`src/sv/alm_pkg.sv`:
```
// Shared constants and codes for the array list engine.
package alm_pkg;

   localparam int CAPACITY      = 64;
   localparam int INITIAL_COUNT = 10;
   localparam int INIT_COUNT    = (INITIAL_COUNT > CAPACITY) ? CAPACITY : INITIAL_COUNT;
   localparam int IDX_W         = $clog2(CAPACITY);
   localparam int CNT_W         = $clog2(CAPACITY + 1);
   localparam int DATA_W        = 32;
   localparam int POS_W         = 7;
   localparam int REQ_W         = 2;
   localparam int STAT_W        = 3;

   localparam logic [REQ_W-1:0] REQ_INSERT = 2'd0;
   localparam logic [REQ_W-1:0] REQ_DELETE = 2'd1;
   localparam logic [REQ_W-1:0] REQ_SEARCH = 2'd2;
   localparam logic [REQ_W-1:0] REQ_READ   = 2'd3;

   localparam logic [STAT_W-1:0] ST_OK        = 3'd0;
   localparam logic [STAT_W-1:0] ST_NOT_FOUND = 3'd1;
   localparam logic [STAT_W-1:0] ST_FULL      = 3'd2;
   localparam logic [STAT_W-1:0] ST_BAD_POS   = 3'd3;
   localparam logic [STAT_W-1:0] ST_EMPTY     = 3'd4;

   typedef logic [IDX_W-1:0]  idx_type;
   typedef logic [CNT_W-1:0]  cnt_type;
   typedef logic [DATA_W-1:0] data_type;

endpackage

```
`src/sv/alm_ram.sv`:
```
// Generic single-write, single-read RAM with registered read data.
module alm_ram #(
   parameter int WIDTH = 32,
   parameter int DEPTH = 64
) (
   input  logic                     clock,
   input  logic                     wr_en,
   input  logic [$clog2(DEPTH)-1:0] wr_addr,
   input  logic [WIDTH-1:0]         wr_data,
   input  logic                     rd_en,
   input  logic [$clog2(DEPTH)-1:0] rd_addr,
   output logic [WIDTH-1:0]         rd_data
);

   logic [WIDTH-1:0] mem_ff [DEPTH];

   always_ff @(posedge clock) begin
      if (wr_en) begin
         mem_ff[wr_addr] <= wr_data;
      end
      if (rd_en) begin
         rd_data <= mem_ff[rd_addr];
      end
   end

endmodule

```
`src/sv/array_list_engine.sv`:
```
// Top level of the array list engine: ordered list of signed words in a RAM.
//
// Requests arrive as beats on req_* (insert at a one-based position, delete
// by value, search by value, read the whole list). Results leave on rsp_*:
// one beat per request, except a read of a non-empty list, which sends one
// beat per live entry with rsp_tlast on the final one. One request is in
// work at a time. Rejected requests go straight to their result beat; a
// search or delete scans from the head of the list. A delete hit then shifts
// the later entries down one place; an insert shifts the entries from its
// position onward up one place, then writes the value. A read fetches each
// entry in turn once the output register is free. The next request is taken
// in the cycle after the final beat is placed. The list RAM has one read
// port and one write port, with registered read data.
// Reset sets the live count to ten and the whole list to zero; per-entry
// valid flops make unwritten entries read as zero, so no clearing pass runs.
// When the receiver stalls, the result beat holds in the output register
// and the sequencer waits; a new request is taken as soon as the previous
// one has placed its final beat in that register.
module array_list_engine
   import alm_pkg::*;
(
   input  logic        clock,
   input  logic        reset,
   input  logic        req_tvalid,
   output logic        req_tready,
   input  logic [47:0] req_tdata,   // req_type[1:0], value[33:2], position[40:34], zero pad
   output logic        rsp_tvalid,
   input  logic        rsp_tready,
   output logic [47:0] rsp_tdata,   // status[2:0], index[8:3], item_value[40:9], entry_count[47:41]
   output logic        rsp_tlast
);

   localparam logic [2:0] S_IDLE   = 3'd0;
   localparam logic [2:0] S_SCAN   = 3'd1;
   localparam logic [2:0] S_MOVE   = 3'd2;
   localparam logic [2:0] S_PUTV   = 3'd3;
   localparam logic [2:0] S_DONE   = 3'd4;
   localparam logic [2:0] S_RDISS  = 3'd5;
   localparam logic [2:0] S_RDLOAD = 3'd6;

   logic [2:0]         state_ff, state_in;
   cnt_type            count_ff, count_in;
   logic [REQ_W-1:0]   op_ff, op_in;
   data_type           value_ff, value_in;
   idx_type            ins_addr_ff, ins_addr_in;
   cnt_type            ptr_ff, ptr_in;
   cnt_type            left_ff, left_in;
   logic               pend_ff, pend_in;
   idx_type            pend_idx_ff, pend_idx_in;
   logic [STAT_W-1:0]  res_status_ff, res_status_in;
   idx_type            res_index_ff, res_index_in;
   logic [CAPACITY-1:0] valid_ff, valid_in;
   logic               rd_vld_ff;

   logic               rsp_valid_ff, rsp_valid_in;
   logic [47:0]        rsp_data_ff, rsp_data_in;
   logic               rsp_last_ff, rsp_last_in;

   logic               ram_we, ram_re;
   idx_type            ram_waddr, ram_raddr;
   data_type           ram_wdata, ram_q, rd_word;
   logic               slot_free;

   logic [REQ_W-1:0]   in_type;
   data_type           in_value;
   logic [POS_W-1:0]   in_pos;

   assign in_type  = req_tdata[1:0];
   assign in_value = req_tdata[33:2];
   assign in_pos   = req_tdata[40:34];

   assign req_tready = (state_ff == S_IDLE);
   assign rsp_tvalid = rsp_valid_ff;
   assign rsp_tdata  = rsp_data_ff;
   assign rsp_tlast  = rsp_last_ff;

   assign slot_free = !rsp_valid_ff || rsp_tready;
   assign rd_word   = rd_vld_ff ? ram_q : '0;

   alm_ram #(.WIDTH(DATA_W), .DEPTH(CAPACITY)) u_store (
      .clock   (clock),
      .wr_en   (ram_we),
      .wr_addr (ram_waddr),
      .wr_data (ram_wdata),
      .rd_en   (ram_re),
      .rd_addr (ram_raddr),
      .rd_data (ram_q)
   );

   always_comb begin
      state_in      = state_ff;
      count_in      = count_ff;
      op_in         = op_ff;
      value_in      = value_ff;
      ins_addr_in   = ins_addr_ff;
      ptr_in        = ptr_ff;
      left_in       = left_ff;
      pend_in       = 1'b0;
      pend_idx_in   = pend_idx_ff;
      res_status_in = res_status_ff;
      res_index_in  = res_index_ff;
      valid_in      = valid_ff;
      rsp_valid_in  = rsp_valid_ff && !rsp_tready;
      rsp_data_in   = rsp_data_ff;
      rsp_last_in   = rsp_last_ff;
      ram_we        = 1'b0;
      ram_waddr     = pend_idx_ff;
      ram_wdata     = rd_word;
      ram_re        = 1'b0;
      ram_raddr     = ptr_ff[IDX_W-1:0];

      unique case (state_ff)
         S_IDLE: begin
            if (req_tvalid) begin
               op_in         = in_type;
               value_in      = in_value;
               res_status_in = ST_OK;
               res_index_in  = '0;
               pend_in       = 1'b0;
               if (in_type == REQ_INSERT) begin
                  if (count_ff >= cnt_type'(CAPACITY)) begin
                     res_status_in = ST_FULL;
                     state_in      = S_DONE;
                  end else if (in_pos == '0 ||
                               {1'b0, in_pos} > ({1'b0, count_ff} + 8'd1)) begin
                     res_status_in = ST_BAD_POS;
                     state_in      = S_DONE;
                  end else begin
                     ins_addr_in = idx_type'(in_pos - 7'd1);
                     left_in     = count_ff - cnt_type'(in_pos - 7'd1);
                     ptr_in      = count_ff - cnt_type'(1);
                     state_in    = S_MOVE;
                  end
               end else if (count_ff == '0) begin
                  res_status_in = ST_EMPTY;
                  state_in      = S_DONE;
               end else if (in_type == REQ_READ) begin
                  ptr_in   = '0;
                  state_in = S_RDISS;
               end else begin
                  ptr_in   = '0;
                  state_in = S_SCAN;
               end
            end
         end
         S_SCAN: begin
            if (ptr_ff < count_ff) begin
               ram_re      = 1'b1;
               pend_in     = 1'b1;
               pend_idx_in = ptr_ff[IDX_W-1:0];
               ptr_in      = ptr_ff + cnt_type'(1);
            end
            if (pend_ff && rd_word == value_ff) begin
               pend_in = 1'b0;
               if (op_ff == REQ_SEARCH) begin
                  res_index_in = pend_idx_ff;
                  state_in     = S_DONE;
               end else begin
                  left_in  = count_ff - cnt_type'(1) - cnt_type'(pend_idx_ff);
                  ptr_in   = cnt_type'(pend_idx_ff) + cnt_type'(1);
                  state_in = S_MOVE;
               end
            end else if (pend_ff && cnt_type'(pend_idx_ff) == count_ff - cnt_type'(1)) begin
               pend_in       = 1'b0;
               res_status_in = ST_NOT_FOUND;
               state_in      = S_DONE;
            end
         end
         S_MOVE: begin
            if (pend_ff) begin
               ram_we             = 1'b1;
               valid_in[ram_waddr] = 1'b1;
            end
            if (left_ff != '0) begin
               ram_re  = 1'b1;
               pend_in = 1'b1;
               left_in = left_ff - cnt_type'(1);
               if (op_ff == REQ_INSERT) begin
                  pend_idx_in = ptr_ff[IDX_W-1:0] + idx_type'(1);
                  ptr_in      = ptr_ff - cnt_type'(1);
               end else begin
                  pend_idx_in = ptr_ff[IDX_W-1:0] - idx_type'(1);
                  ptr_in      = ptr_ff + cnt_type'(1);
               end
            end else if (!pend_ff) begin
               if (op_ff == REQ_INSERT) begin
                  state_in = S_PUTV;
               end else begin
                  count_in = count_ff - cnt_type'(1);
                  state_in = S_DONE;
               end
            end
         end
         S_PUTV: begin
            ram_we                = 1'b1;
            ram_waddr             = ins_addr_ff;
            ram_wdata             = value_ff;
            valid_in[ins_addr_ff] = 1'b1;
            count_in              = count_ff + cnt_type'(1);
            state_in              = S_DONE;
         end
         S_DONE: begin
            if (slot_free) begin
               rsp_valid_in = 1'b1;
               rsp_data_in  = {count_ff, data_type'(0), res_index_ff, res_status_ff};
               rsp_last_in  = 1'b1;
               state_in     = S_IDLE;
            end
         end
         S_RDISS: begin
            if (slot_free) begin
               ram_re   = 1'b1;
               state_in = S_RDLOAD;
            end
         end
         S_RDLOAD: begin
            rsp_valid_in = 1'b1;
            rsp_data_in  = {count_ff, rd_word, ptr_ff[IDX_W-1:0], ST_OK};
            rsp_last_in  = (ptr_ff == count_ff - cnt_type'(1));
            ptr_in       = ptr_ff + cnt_type'(1);
            state_in     = (ptr_ff == count_ff - cnt_type'(1)) ? S_IDLE : S_RDISS;
         end
         default: begin
            state_in = S_IDLE;
         end
      endcase
   end

   always_ff @(posedge clock) begin
      if (reset) begin
         state_ff     <= S_IDLE;
         count_ff     <= cnt_type'(INIT_COUNT);
         valid_ff     <= '0;
         pend_ff      <= 1'b0;
         rsp_valid_ff <= 1'b0;
      end else begin
         state_ff     <= state_in;
         count_ff     <= count_in;
         valid_ff     <= valid_in;
         pend_ff      <= pend_in;
         rsp_valid_ff <= rsp_valid_in;
      end
   end

   always_ff @(posedge clock) begin
      op_ff         <= op_in;
      value_ff      <= value_in;
      ins_addr_ff   <= ins_addr_in;
      ptr_ff        <= ptr_in;
      left_ff       <= left_in;
      pend_idx_ff   <= pend_idx_in;
      res_status_ff <= res_status_in;
      res_index_ff  <= res_index_in;
      rsp_data_ff   <= rsp_data_in;
      rsp_last_ff   <= rsp_last_in;
      if (ram_re) begin
         rd_vld_ff <= valid_ff[ram_raddr];
      end
   end

`ifndef NO_ASSERTIONS
   a_count_range: assert property (@(posedge clock) disable iff (reset)
      count_ff <= cnt_type'(CAPACITY))
      else $error("live count exceeds capacity");

   a_write_state: assert property (@(posedge clock) disable iff (reset)
      ram_we |-> (state_ff == S_MOVE || state_ff == S_PUTV))
      else $error("list write outside an update");

   a_insert_count: assert property (@(posedge clock) disable iff (reset)
      state_ff == S_PUTV |=> count_ff == $past(count_ff) + cnt_type'(1))
      else $error("insert did not advance the count");

   a_read_slot: assert property (@(posedge clock) disable iff (reset)
      state_ff == S_RDLOAD |-> !rsp_valid_ff)
      else $error("read beat would overwrite a waiting beat");
`endif

endmodule

```
`config.mk`:
```
export PLATFORM = sky130hd
export DESIGN_NAME = array_list_engine
export DESIGN_NICKNAME = d
export VERILOG_FILES = /design/src/sv/alm_pkg.sv /design/src/sv/alm_ram.sv /design/src/sv/array_list_engine.sv
export SDC_FILE = /design/constraint.sdc
export NUM_CORES = 2
export LEC_CHECK = 0
export BUFFER_PORTS_ARGS = -buffer_cell sky130_fd_sc_hd__buf_2
export CAP_MARGIN = 15
export CELL_PAD_IN_SITES_DETAIL_PLACEMENT = 0
export CELL_PAD_IN_SITES_GLOBAL_PLACEMENT = 1
export CORE_ASPECT_RATIO = 2
export CORE_UTILIZATION = 60
export CTS_CLUSTER_DIAMETER = 200
export DETAILED_ROUTE_END_ITERATION = 12
export PLACE_DENSITY_LB_ADDON = 0.1
export RECOVER_POWER = 25
export SYNTH_ARGS = -nofsm -noshare
export SYNTH_HDL_FRONTEND = slang
export SYNTH_HIERARCHICAL = 1
export SYNTH_SLANG_ARGS = --single-unit
```
`constraint.sdc`:
```
create_clock -name clock -period 10.5 [get_ports clock]
set_clock_uncertainty 0.05 [all_clocks]
set_input_delay 1.575 -clock clock [delete_from_list [all_inputs] [get_ports clock]]
set_output_delay 1.575 -clock clock [all_outputs]
set_load 0.05 [all_outputs]
```
==> out/results.ini <==
[routing]
route.detailed.vias_per_inst = 6.83
postRouteAntennaNets = 0
wirelength_mm = 235
initial_drt_pass_iterations = 6
drc = 0
detail_route.wl_per_cell_um = 33.4
drc_marker_count_from_the_first_detailed_route_iteration = 4638
detailroute.via_count = 47900

[worst_setup_path]
reg2regPathDepth = 8
cp.depth = 8
crit_arrival_ns = 5.66
setup.worst_path.start_class = register
library_cell_contributing_the_largest_single_delay_on_the_critical_path = sky130_fd_sc_hd__o21ai_0
worstPathCellList = inv_1 > and3_2 > buf_4 > o21ai_0 > nand3b_1 > or2_1 > nor2_4 > buf_4
timing.setup.critical_path_class = reg -> reg
worstPathMaxFanout = 65
critical_path.endpoint_type = register
worst-endpoint-required_ns = 10.90
timing.critical_path.max_delay_family = simple AND/OR/NAND/NOR gates
timing.critical_path.slowest_cell_delay_ns = 1.02
timing.critical_path.buf_inv = 3
critical_path.most_common_cell = sky130_fd_sc_hd__buf_4

[synthesis]
yosys.area.top_type = sky130_fd_sc_hd__edfxtp_1
yosysUniqueCellTypes = 88
async_flop_share_pct = 0
synth_cells = 4778
synthesis.area_per_instance_sq_um = 19.0
post_syn_area_sq_mm = 0.0910
synth-seq-cells = 2275
synth.area.top_cells = sky130_fd_sc_hd__edfxtp_1 73%, sky130_fd_sc_hd__mux4_2 11%, sky130_fd_sc_hd__mux2i_1 2.3%
post_synthesis_net_count = 4873
synth_top_cell_area_share_pct = 72.6
count_of_flip_flops_with_a_built_in_enable_after_synthesis = 2199
ys.warnings.count = 6
dominant_synthesized_flop_cell = sky130_fd_sc_hd__edfxtp_1
seq_area_frac_synth_pct = 74.3

[global_route]
largest_net_degree_at_the_start_of_global_routing = 113
vias_in_the_first_global_route = 48300
grt_overflow_total = 0
number_of_antenna_violations_at_the_first_check_in_global_routing = 8
grt_first_pass_wirelength_mm = 335
gr-usage-all-layers_pct = 30.8

[finish]
fin_nets = 5044
stdcell_area_sq_mm = 0.100
finish.utilization_pct = 66.7
layout_commonest_cell = sky130_fd_sc_hd__edfxtp_1
final_layout_size_suffix_gt1_share_pct = 20.0
area_growth_pct = 10.1
filler_cell_count = 9956
layout.cells.most_common_list = 2199 x sky130_fd_sc_hd__edfxtp_1, 454 x sky130_fd_sc_hd__mux4_2, 207 x sky130_fd_sc_hd__mux2i_1

[sta]
setup_total_negative_slack_ns = 0
fmaxAchievable_mhz = 190
rsz0062_at_grt = no
setup_viol = 0
tightest_slew_ns = 3.58
finalHoldViolCount = 0
layout_worst_path_cycle_share_pct = 50.1
final_max_slew_viol_count = 1350
slew-limit-headroom_pct = -139
fin_crit_ns = 5.26

[clock_network]
cts_post_setup_buffers_inserted = 0
clk_root_buffer_cell = sky130_fd_sc_hd__clkbuf_16
ctsHoldBuffers = 0
clock_pin_slew_on_the_worst_setup_and_hold_paths_ns = 0.06
cts-resized-gates = 0
clock-sinks = 2275
cts_max_level = 4
tritoncts = built
tritoncts.num_buffers = 195
clock_tree.buffer_depth = 4
clk-insertion-delay-late_ns = 0.83

[power]
static-leakage-power_nw = 31.5
power_mw = 28.1
cellPowerDensity_mw_per_mm2 = 281
ir_drop_mv = 0.207

[place]
post-dp-hpwl_mm = 139
post_dp_cell_area_sq_mm = 0.0942
port-buffer-count = 95
globalplace.congestion = 0.930

[die]
chipWidth_um = 277
row_count = 201
initial_utilization_pct = 60.6
top_level_ports = 103
die_h_um = 553
floorplan.die_area_sq_mm = 0.153
floorplan.core_area_sq_mm = 0.150

[min_path]
holdPathStages = 2
min-delay-path-class = reg -> reg

[outcome]
violated_checks = max-capacitance violations, max-slew violations
status = finished with violations

[job]
maxCapViolCount = 24

==> state kept, by name, indices dropped and copies added (netlist names) <==
signal           cells
rsp_tdata           48
state_ff             3
rd_vld_ff            1
res_status_ff        3
u_store/mem_ff    2048
ptr_ff               7
pend_idx_ff          6
value_ff            32
count_ff             7
rsp_tlast            1
ins_addr_ff          6
left_ff              7
op_ff                2
u_store/rd_data     32
res_index_ff         6
valid_ff            64
rsp_tvalid           1
pend_ff              1
==> cell type report <==
cell class / count / area [sq um] / area share (%)
Clock inverter: 94 / 895 / 0.893
Sequential cell: 2275 / 67600 / 67.5
Inverter: 55 / 206 / 0.206
Antenna cell: 2 / 5.00 / 0.00500
Timing Repair Buffer: 250 / 1570 / 1.57
Clock buffer: 246 / 5140 / 5.14
Tap cell: 1928 / 2410 / 2.41
Multi-Input combinational cell: 2172 / 22400 / 22.3
==> worst paths after layout <==
path	start	to	slack (ns)
setup / recovery	state_ff[2]$_SDFFE_PP0P_	u_store/mem_ff[5][1]$_DFFE_PP_	5.24
hold / removal	valid_ff[23]$_SDFFE_PP0P_	valid_ff[23]$_SDFFE_PP0P_	0.42
setup reg to reg	state_ff[2]$_SDFFE_PP0P_	u_store/mem_ff[5][1]$_DFFE_PP_	5.24
hold reg to reg	valid_ff[23]$_SDFFE_PP0P_	valid_ff[23]$_SDFFE_PP0P_	0.42
==> logic make-up (layout without fill, tap and decap cells) <==
logic type	after synthesis	after routing	share of synthesized area, %
AND/OR/NAND/NOR	724	724	3.91
multiplexers	664	664	13.6
flip-flops	2275	2275	74.3
buffers and inverters	331	645	1.95
XOR/XNOR	60	60	0.617
AO/OA/AOI/OAI	681	681	5.10
adder cells (fa/ha/maj)	43	43	0.616
other	0	2	0
==> report_power, final <==
part	internal, mW	switching, mW	total [mW]
registers	11.9	0.285	12.2
clock network	3.88	3.15	7.03
logic	2.84	6.05	8.89
==> through the flow <==
stage / hold WS [ns] / setup WS, ns / cells
after global routing: 0.440 / 5.07 / 7021
final: 0.417 / 5.24 / 7022
after floorplan: 0.380 / 5.75 / 4778
after global placement: 0.392 / 5.33 / 6671
after detailed placement: 0.404 / 5.26 / 6671
after CTS: 0.420 / 5.24 / 7011
==> worst reg2reg max path, stage by stage (launching register included) <==
cell	delay, ns
sky130_fd_sc_hd__dfxtp_1	0.78
sky130_fd_sc_hd__inv_1	0.34
sky130_fd_sc_hd__and3_2	0.27
sky130_fd_sc_hd__buf_4	0.38
sky130_fd_sc_hd__o21ai_0	1.04
sky130_fd_sc_hd__nand3b_1	0.48
sky130_fd_sc_hd__or2_1	0.56
sky130_fd_sc_hd__nor2_4	0.38
sky130_fd_sc_hd__buf_4	0.56
==> cell usage after synthesis (17+ instances only) <==
| master | n |
|---|---|
| sky130_fd_sc_hd__o221ai_1 | 35 |
| sky130_fd_sc_hd__mux4_2 | 454 |
| sky130_fd_sc_hd__nand3_1 | 103 |
| sky130_fd_sc_hd__xor2_1 | 21 |
| sky130_fd_sc_hd__buf_2 | 60 |
| sky130_fd_sc_hd__nand2b_1 | 44 |
| sky130_fd_sc_hd__nand2_1 | 156 |
| sky130_fd_sc_hd__a21oi_1 | 128 |
| sky130_fd_sc_hd__o21ai_0 | 75 |
| sky130_fd_sc_hd__edfxtp_1 | 2199 |
| sky130_fd_sc_hd__a31oi_1 | 26 |
| sky130_fd_sc_hd__xnor2_1 | 36 |
| sky130_fd_sc_hd__a22oi_1 | 132 |
| sky130_fd_sc_hd__buf_1 | 25 |
| sky130_fd_sc_hd__ha_1 | 40 |
| sky130_fd_sc_hd__a211oi_1 | 25 |
| sky130_fd_sc_hd__clkbuf_1 | 121 |
| sky130_fd_sc_hd__nor3_1 | 42 |
| sky130_fd_sc_hd__mux2i_1 | 207 |
| sky130_fd_sc_hd__and2_1 | 30 |
| sky130_fd_sc_hd__buf_6 | 32 |
| sky130_fd_sc_hd__o211ai_1 | 17 |
| sky130_fd_sc_hd__buf_4 | 29 |
| sky130_fd_sc_hd__nor2b_1 | 25 |
| sky130_fd_sc_hd__o22ai_1 | 115 |
| sky130_fd_sc_hd__nor2_1 | 213 |
| sky130_fd_sc_hd__dfxtp_1 | 76 |
| sky130_fd_sc_hd__inv_1 | 52 |
==> metal layers <==
metal	up-vias	track usage (%)	wire [um]	part of all wire, %
met5	-	0	27	0.012
met4	4	14.8	12300	5.3
met3	567	3.58	15400	6.6
met2	2161	55.9	127000	54
met1	25200	36.4	80000	34
li1	20000	-	-	-
(Power assumes the default switching activity.)
